## config.mk

```make
export PLATFORM = sky130hd
export DESIGN_NAME = threshold_heartbeat_rate_detector
export DESIGN_NICKNAME = d
export VERILOG_FILES = /design/src/hw/rtl/thbr_pkg.sv /design/src/hw/rtl/thbr_front.sv /design/src/hw/rtl/thbr_fifo.sv /design/src/hw/rtl/thbr_div.sv /design/src/hw/rtl/threshold_heartbeat_rate_detector.sv
export SDC_FILE = /design/constraint.sdc
export NUM_CORES = 1
export LEC_CHECK = 0
export ABC_AREA = 1
export BUFFER_PORTS_ARGS = -buffer_cell sky130_fd_sc_hd__buf_2
export CAP_MARGIN = 5
export CORE_MARGIN = 5
export CORE_UTILIZATION = 55
export DETAILED_ROUTE_END_ITERATION = 16
export PLACE_DENSITY_LB_ADDON = 0.05
export RECOVER_POWER = 50
export SYNTH_ARGS = -nofsm -noshare
export SYNTH_HDL_FRONTEND = slang
export SYNTH_SLANG_ARGS = --single-unit
```

## constraint.sdc

```tcl
create_clock -name clk -period 4.5 [get_ports clk]
set_input_delay 0.45 -clock clk [delete_from_list [all_inputs] [get_ports clk]]
set_output_delay 0.45 -clock clk [all_outputs]
set_load 0.05 [all_outputs]
```

## src/hw/rtl/thbr_pkg.sv

```systemverilog
`timescale 1ns / 1ps
// ----------------------------------------------------------------------------
// thbr_pkg
// Shared constants and types of the threshold heartbeat rate detector.
// ----------------------------------------------------------------------------
package thbr_pkg;

	localparam int SAMPLE_W  = 16;
	localparam int TIME_W    = 32;
	localparam int BPM_W     = 16;
	localparam int CFG_W     = 16;
	localparam int CFG_IDX_W = 2;

	localparam logic [CFG_IDX_W-1:0] REG_PEAK_THRESHOLD = 2'd0;
	localparam logic [CFG_IDX_W-1:0] REG_MIN_GAP_MS     = 2'd1;

	localparam logic signed [SAMPLE_W-1:0] PEAK_THRESHOLD_RST = 16'sd2000;
	localparam logic [CFG_W-1:0]           MIN_GAP_MS_RST     = 16'd600;

	localparam logic [BPM_W-1:0] RATE_NUMERATOR = 16'd60000;

	localparam int FIFO_DEPTH = 2;
	localparam int FIFO_PTR_W = 1;
	localparam int FIFO_CNT_W = 2;

	localparam int DIV_STEPS = BPM_W;
	localparam int DIV_CNT_W = 4;
	localparam logic [DIV_CNT_W-1:0] DIV_LAST = 4'(DIV_STEPS - 1);

	typedef enum logic [1:0] {
		DIV_IDLE,
		DIV_RUN,
		DIV_HOLD
	} div_state_t;

	typedef struct packed {
		logic valid;
		logic full;
	} fifo_status_t;

endpackage

```

## src/hw/rtl/thbr_front.sv

```systemverilog
`timescale 1ns / 1ps
// ----------------------------------------------------------------------------
// thbr_front
// Holds the configuration and last beat time; accepts requests, qualifies
// peaks against threshold and refractory gap, and queues the elapsed time.
// ----------------------------------------------------------------------------
module thbr_front
	import thbr_pkg::*;
(
	input  logic                       clk,
	input  logic                       arst_n,
	input  logic                       cfg_write_en,
	input  logic [CFG_IDX_W-1:0]       cfg_index,
	input  logic [CFG_W-1:0]           cfg_data,
	input  logic                       in_valid,
	output logic                       in_ready,
	input  logic signed [SAMPLE_W-1:0] sample,
	input  logic [TIME_W-1:0]          timestamp_ms,
	input  fifo_status_t               fifo_status,
	output logic                       push,
	output logic [TIME_W-1:0]          push_elapsed
);

	logic signed [SAMPLE_W-1:0] peak_threshold_q;
	logic [CFG_W-1:0]           min_gap_ms_q;
	logic [TIME_W-1:0]          last_beat_q;
	logic [TIME_W-1:0]          elapsed;
	logic                       is_peak;
	logic                       is_beat;

	always_ff @(posedge clk or negedge arst_n) begin
		if (!arst_n) begin
			peak_threshold_q <= PEAK_THRESHOLD_RST;
			min_gap_ms_q     <= MIN_GAP_MS_RST;
		end else if (cfg_write_en) begin
			unique case (cfg_index)
				REG_PEAK_THRESHOLD: peak_threshold_q <= $signed(cfg_data);
				REG_MIN_GAP_MS:     min_gap_ms_q     <= cfg_data;
				default: ;
			endcase
		end
	end

	assign elapsed  = timestamp_ms - last_beat_q;
	assign is_peak  = sample > peak_threshold_q;
	assign is_beat  = is_peak && (elapsed > {{(TIME_W-CFG_W){1'b0}}, min_gap_ms_q});
	assign in_ready = !fifo_status.full;
	assign push     = in_valid && in_ready && is_beat;
	assign push_elapsed = elapsed;

	always_ff @(posedge clk or negedge arst_n) begin
		if (!arst_n) begin
			last_beat_q <= '0;
		end else if (push) begin
			last_beat_q <= timestamp_ms;
		end
	end

endmodule

```

## src/hw/rtl/thbr_fifo.sv

```systemverilog
`timescale 1ns / 1ps
// ----------------------------------------------------------------------------
// thbr_fifo
// Short queue of elapsed times between the front end and the divider.
// ----------------------------------------------------------------------------
module thbr_fifo
	import thbr_pkg::*;
(
	input  logic              clk,
	input  logic              arst_n,
	input  logic              push,
	input  logic [TIME_W-1:0] push_data,
	input  logic              pop,
	output logic [TIME_W-1:0] pop_data,
	output fifo_status_t      status
);

	logic [TIME_W-1:0]     mem [FIFO_DEPTH];
	logic [FIFO_PTR_W-1:0] wr_ptr_q;
	logic [FIFO_PTR_W-1:0] rd_ptr_q;
	logic [FIFO_CNT_W-1:0] count_q;

	always_ff @(posedge clk) begin
		if (push) begin
			mem[wr_ptr_q] <= push_data;
		end
	end

	always_ff @(posedge clk or negedge arst_n) begin
		if (!arst_n) begin
			wr_ptr_q <= '0;
			rd_ptr_q <= '0;
			count_q  <= '0;
		end else begin
			if (push) begin
				wr_ptr_q <= wr_ptr_q + 1'b1;
			end
			if (pop) begin
				rd_ptr_q <= rd_ptr_q + 1'b1;
			end
			if (push && !pop) begin
				count_q <= count_q + 1'b1;
			end else if (pop && !push) begin
				count_q <= count_q - 1'b1;
			end
		end
	end

	assign pop_data     = mem[rd_ptr_q];
	assign status.valid = (count_q != '0);
	assign status.full  = (count_q == FIFO_CNT_W'(FIFO_DEPTH));

endmodule

```

## src/hw/rtl/thbr_div.sv

```systemverilog
`timescale 1ns / 1ps
// ----------------------------------------------------------------------------
// thbr_div
// Radix-2 restoring divider for 60000 / elapsed, one quotient bit per cycle,
// with an output register towards the result channel.
// ----------------------------------------------------------------------------
module thbr_div
	import thbr_pkg::*;
(
	input  logic              clk,
	input  logic              arst_n,
	input  fifo_status_t      fifo_status,
	input  logic [TIME_W-1:0] pop_data,
	output logic              pop,
	output logic              out_valid,
	input  logic              out_ready,
	output logic [BPM_W-1:0]  beats_per_minute
);

	div_state_t           state_q;
	div_state_t           state_nxt;
	logic [DIV_CNT_W-1:0] cnt_q;
	logic [TIME_W-1:0]    divisor_q;
	logic [BPM_W-1:0]     rem_q;
	logic [BPM_W-1:0]     quo_q;
	logic [BPM_W:0]       trial;
	logic [BPM_W:0]       diff;
	logic                 fits;
	logic                 slot_free;
	logic                 load_out;
	logic                 out_valid_q;
	logic [BPM_W-1:0]     bpm_q;

	assign slot_free = !out_valid_q || out_ready;
	assign trial     = {rem_q, quo_q[BPM_W-1]};
	assign fits      = {{(TIME_W-BPM_W-1){1'b0}}, trial} >= divisor_q;
	assign diff      = trial - divisor_q[BPM_W:0];

	always_comb begin
		state_nxt = state_q;
		unique case (state_q)
			DIV_IDLE: begin
				if (fifo_status.valid) state_nxt = DIV_RUN;
			end
			DIV_RUN: begin
				if (cnt_q == DIV_LAST) state_nxt = DIV_HOLD;
			end
			DIV_HOLD: begin
				if (slot_free) state_nxt = DIV_IDLE;
			end
			default: state_nxt = DIV_IDLE;
		endcase
	end

	always_comb begin
		pop      = 1'b0;
		load_out = 1'b0;
		unique case (state_q)
			DIV_IDLE: pop      = fifo_status.valid;
			DIV_RUN:  ;
			DIV_HOLD: load_out = slot_free;
			default:  ;
		endcase
	end

	always_ff @(posedge clk or negedge arst_n) begin
		if (!arst_n) begin
			state_q     <= DIV_IDLE;
			cnt_q       <= '0;
			out_valid_q <= 1'b0;
		end else begin
			state_q <= state_nxt;
			if (pop) begin
				cnt_q <= '0;
			end else if (state_q == DIV_RUN) begin
				cnt_q <= cnt_q + 1'b1;
			end
			if (load_out) begin
				out_valid_q <= 1'b1;
			end else if (out_ready) begin
				out_valid_q <= 1'b0;
			end
		end
	end

	always_ff @(posedge clk) begin
		if (pop) begin
			divisor_q <= pop_data;
			rem_q     <= '0;
			quo_q     <= RATE_NUMERATOR;
		end else if (state_q == DIV_RUN) begin
			rem_q <= fits ? diff[BPM_W-1:0] : trial[BPM_W-1:0];
			quo_q <= {quo_q[BPM_W-2:0], fits};
		end
		if (load_out) begin
			bpm_q <= quo_q;
		end
	end

	assign out_valid        = out_valid_q;
	assign beats_per_minute = bpm_q;

`ifndef SYNTHESIS
	a_divisor_nonzero: assert property (@(posedge clk) disable iff (!arst_n)
		(state_q == DIV_RUN) |-> (divisor_q != '0))
		else $error("divider running on zero divisor");

	a_bpm_range: assert property (@(posedge clk) disable iff (!arst_n)
		out_valid_q |-> (bpm_q <= RATE_NUMERATOR))
		else $error("rate above numerator");

	a_run_ends: assert property (@(posedge clk) disable iff (!arst_n)
		(state_q == DIV_RUN && cnt_q == DIV_LAST) |=> (state_q == DIV_HOLD))
		else $error("divider overran its steps");

	a_load_shows: assert property (@(posedge clk) disable iff (!arst_n)
		load_out |=> out_valid_q)
		else $error("finished rate not presented");
`endif

endmodule

```

## src/hw/rtl/threshold_heartbeat_rate_detector.sv

```systemverilog
`timescale 1ns / 1ps
// ----------------------------------------------------------------------------
// threshold_heartbeat_rate_detector
// Peak detector with refractory gap; emits 60000 / elapsed ms per beat.
// ----------------------------------------------------------------------------
// A request that is a beat has its elapsed time queued, divided, then registered out.
// Throughput: one request per cycle while the two-entry queue has room; beats
// drain one at a time through the 16-step divider, which pops only when idle.
// Reset: asynchronous; threshold 2000, gap 600 ms, last beat time 0, queue
// and output empty.
module threshold_heartbeat_rate_detector
	import thbr_pkg::*;
(
	input  logic                       clk,
	input  logic                       arst_n,
	input  logic                       cfg_write_en,
	input  logic [CFG_IDX_W-1:0]       cfg_index,
	input  logic [CFG_W-1:0]           cfg_data,
	input  logic                       in_valid,
	output logic                       in_ready,
	input  logic signed [SAMPLE_W-1:0] sample,
	input  logic [TIME_W-1:0]          timestamp_ms,
	output logic                       out_valid,
	input  logic                       out_ready,
	output logic [BPM_W-1:0]           beats_per_minute
);

	fifo_status_t      fifo_status;
	logic              push;
	logic [TIME_W-1:0] push_elapsed;
	logic              pop;
	logic [TIME_W-1:0] pop_data;

	thbr_front u_front (
		.clk          (clk),
		.arst_n       (arst_n),
		.cfg_write_en (cfg_write_en),
		.cfg_index    (cfg_index),
		.cfg_data     (cfg_data),
		.in_valid     (in_valid),
		.in_ready     (in_ready),
		.sample       (sample),
		.timestamp_ms (timestamp_ms),
		.fifo_status  (fifo_status),
		.push         (push),
		.push_elapsed (push_elapsed)
	);

	thbr_fifo u_fifo (
		.clk       (clk),
		.arst_n    (arst_n),
		.push      (push),
		.push_data (push_elapsed),
		.pop       (pop),
		.pop_data  (pop_data),
		.status    (fifo_status)
	);

	thbr_div u_div (
		.clk              (clk),
		.arst_n           (arst_n),
		.fifo_status      (fifo_status),
		.pop_data         (pop_data),
		.pop              (pop),
		.out_valid        (out_valid),
		.out_ready        (out_ready),
		.beats_per_minute (beats_per_minute)
	);

endmodule
```

==> flow_summary.ini <==
[floorplan]
core-area_sq_um = 21800
floorplan.die.width_um = 159
dieHeight_um = 159
die_area_sq_um = 25200
rows = 54
top_level_ports = 89
initial_core_util_pct = 55.7

[power_and_ir_drop]
power.density_cell_area_nw_per_um2 = 705
p_int_w = 0.00564
power.ir.vdd_worst_mv = 0.335
sequential_share_of_power_pct = 34.6
pwr-share-clk_pct = 19.6
switching_share_pct = 41.4
p_switching_w = 0.00398
power.leakage_nw = 6.84
share_of_power_burned_in_combinational_logic_pct = 45.9

[yosys]
yosys.cell_types.count = 46
seq_area_frac_synth_pct = 48.5
synth_async_sr_flop_share_pct = 34.2
synth_enable_flop_cells = 112
mappedNetlistNets = 1642
synth_top_cell_by_area = edfxtp_1
ys.flop_type = edfxtp_1
post-synth-top-area-fraction_pct = 27.7
yosys_register_bits = 219
synth-warning-count = 0
ys_top_cells_by_area = edfxtp_1 (28%), nand2_1 (15%), dfrtp_1 (13%)
syn_area_sq_um = 12200
synthesis.instances = 1487
synthesis.area_per_instance_sq_um = 8.17

[setup_path]
critPathCaptureType = flip-flop
cp_data_arrival_time_ns = 4.51
required_ns = 4.90
ff2ff_setup_slack_ns = 0.39
timing.reg2reg.worst_path_depth = 27
crit_slowest_cell = fa_1
cp_top_family = simple AND/OR/NAND/NOR gates
crit_path_most_repeated_cell = nand2_1
cp-start-kind = flip-flop
path_class = flip-flop to flip-flop
critical_path.reg2reg.endpoint = u_fifo.count_q[1]$_DFFE_PN0P_
critical_path.reg2reg.startpoint = u_front.last_beat_q[0]$_DFFE_PN0P_
path_max_fanout = 4
cpPeakStageDelay_ns = 0.40
critical_path_buf_inv_count = 2

[placed_design]
dpl_worst_slack_ns = 0.181
hpwl_mm = 19.5
place.gp.congestion = 0.910
numPortBuffers = 88
placed_cells = 1835
placed_cell_area_sq_um = 12900

[routing]
wl_per_cell_um = 13.7
detail_route.vias_per_cell = 4.97
ant_nets = 0
dr_total_vias = 9320
drt-initial-drc-count = 490
drc = 0
number_of_search_and_repair_iterations_in_the_first_detailed_routing_pass = 5
postRouteWirelength_mm = 25.7

[timing]
timing.final.setup_violations = 0
tightest_slew_ns = 3.98
setup-tns-final_ns = 0
worst_slew_margin_rel_pct = -166
finalCriticalPeriod_ns = 4.11
timing.final.crit_share_pct = 91.3
final.setup_skew_ns = 0.0120
number_of_slew_limit_violations_in_the_final_report = 155
rsz0062_at_grt = false
fin_ws_ns = 0.391
finalHoldViolCount = 0
max_freq_ghz = 0.243

[finish]
final_common_cell = nand2_1
sequential_cell_area_sq_um = 5890
final_layout_size_suffix_gt1_share_pct = 9.64
multiInputGateArea_sq_um = 5170
finalInstanceArea_sq_um = 13600
finish.net_count = 1735
final_layout_fill_cell_count = 1966
layout_common_cells = nand2_1 (501), inv_1 (257), edfxtp_1 (112)
fin_util_pct = 62.5
flow.area_growth_from_synthesis_pct = 12.3
antenna_cells = 0
post_layout_nonfiller_instances = 1877

[global_routing]
grt_first_pass_wirelength_mm = 43.7
antenna_found_initial = 0
grtUsageTotal_pct = 21.3
grt-ovfl-total = 0
first_global_vias = 9234
pin_count_of_the_biggest_net_entering_global_routing = 76

[clock_tree]
tritoncts_num_sinks = 219
clock_latency_on_the_worst_skew_pair_ns = 0.53
cts_buffers = 23
root_buffer = clkbuf_16
clk_path_buf_depth = 3
cts_tree = done
count_of_h_tree_levels_built_during_cts = 1
clkSlewWorstSetupHoldPaths_ns = 0.06

[run_status]
violations = capacitance limit, slew limit
status = complete, but fails checks

[hold_path]
holdCritPathClass = input port to flip-flop
hold-path-cell-count = 2
whs_endpoint = u_div.out_valid$_DFFE_PN0P_
hold_path_startpoint = out_ready

[run]
max-cap-violations = 3
-- cells by family after synthesis --
group                      after synthesis  synth area share (%)
AOI/OAI and AO/OA                      175                  7.89
xor gates and xnor gates                31                  2.23
adders and majority gates               84                  8.77
buffers and inverters                  289                  9.16
DFF                                    219                  48.5
and+or+nand+nor                        689                  23.4
-- what timing repair did --
| item | in CTS | in global routing |
|---|---|---|
| hold buffers | 0 | 0 |
| buffers inserted | 0 | 0 |
| endpoints found under the setup margin | 0 | 1 |
| endpoints found under the hold margin | 0 | 0 |
| gates resized for setup | 0 | 2 |
-- cells in the mapped netlist (2+ instances only) --
master	number
a22oi_1	7
nand3_2	5
nor4_1	4
xor2_1	20
o21bai_1	5
buf_6	3
nand3_1	71
a21o_1	5
nand2_1	501
a21boi_0	2
buf_2	5
buf_1	2
nand4_1	12
nor2_2	8
a31oi_1	3
fa_1	2
nor2_1	66
a21oi_1	63
o21ai_0	74
nand3b_1	4
o21ai_1	2
xnor2_1	11
and2_1	2
edfxtp_1	112
ha_1	82
clkbuf_1	22
inv_1	257
dfxtp_1	32
nor3_1	3
nand2_2	7
dfstp_2	10
o22ai_1	7
dfrtp_1	65
-- per-layer routing --
| layer | track usage [%] | vias to the layer above | wire length, um |
|---|---|---|---|
| met2 | 36.1 | 126 | 12000 |
| met3 | 3.02 | 48 | 887 |
| met5 | 0 | - | 0 |
| li1 | - | 4923 | - |
| met4 | 5.24 | 0 | 646 |
| met1 | 29.1 | 4223 | 12100 |
-- through the flow --
stage	power, W	hold slack (ns)
6_report	0.00962	0.129
4_1_cts	0.00968	0.108
2_1_floorplan	0.00661	0.154
5_1_grt	0.0105	0.132
3_3_place_gp	0.00766	0.413
3_5_place_dp	0.00777	0.415
-- power groups by stage --
| stage | logic [W] | registers [W] | clock network [W] |
|---|---|---|---|
| floorplan | 0.00321 | 0.00340 | 0 |
| global placement | 0.00433 | 0.00333 | 0 |
| global route | 0.00509 | 0.00340 | 0.00200 |
| detailed placement | 0.00442 | 0.00335 | 0 |
| finish | 0.00441 | 0.00332 | 0.00188 |
| CTS | 0.00445 | 0.00332 | 0.00192 |
-- worst max-delay path by stage --
stage                     depth (start not counted)                                from                            end
after floorplan                                  26                     timestamp_ms[0]     u_fifo.mem[1][0]$_DFFE_PP_
after global placement                           29                     timestamp_ms[0]  u_fifo.count_q[1]$_DFFE_PN0P_
after detailed placement                         29                     timestamp_ms[0]  u_fifo.count_q[1]$_DFFE_PN0P_
after CTS                                        27  u_front.last_beat_q[0]$_DFFE_PN0P_  u_fifo.count_q[1]$_DFFE_PN0P_
after global routing                             29  u_front.last_beat_q[0]$_DFFE_PN0P_  u_fifo.count_q[1]$_DFFE_PN0P_
final                                            27  u_front.last_beat_q[0]$_DFFE_PN0P_  u_fifo.count_q[1]$_DFFE_PN0P_
-- worst reg2reg max path, stage by stage (launching register included) --
cell and delay [ns]:
dfrtp_1 0.39, ha_1 0.21, fa_1 0.41, inv_1 0.08, nand3_1 0.08, nand2_2 0.11, nand2_1 0.07, nand2_2 0.10
a31oi_1 0.10, xnor2_1 0.18, ha_1 0.29, nand2_1 0.07, nor2_1 0.16, nand3_1 0.13, nor2_2 0.12, nand4_1 0.09
nand2_1 0.09, nand2_1 0.05, nor2_1 0.11, nand3_1 0.09, nor2_2 0.15, nand3_4 0.09, nand2_4 0.09, inv_1 0.05
ha_1 0.31, a21oi_1 0.12, o21ai_0 0.11, xor2_1 0.15
-- state kept, by name, indices dropped and copies added (netlist names), 4 cells and up --
register and cells:
u_div.quo_q 16, u_div.rem_q 16, u_div.beats_per_minute 16, u_front.last_beat_q 32, u_front.peak_threshold_q 16, u_div.divisor_q 32
u_fifo.mem 64, u_div.cnt_q 4, u_front.min_gap_ms_q 16
-- layout make-up --
cell class	count	share of cell area, %
Inverter	257	7.07
Clock inverter	9	0.862
Clock buffer	33	4.64
Sequential cell	219	43.2
Tap cell	280	2.57
Multi-Input combinational cell	979	37.9
Timing Repair Buffer	100	3.82
Power figures use the tool's default switching activity.
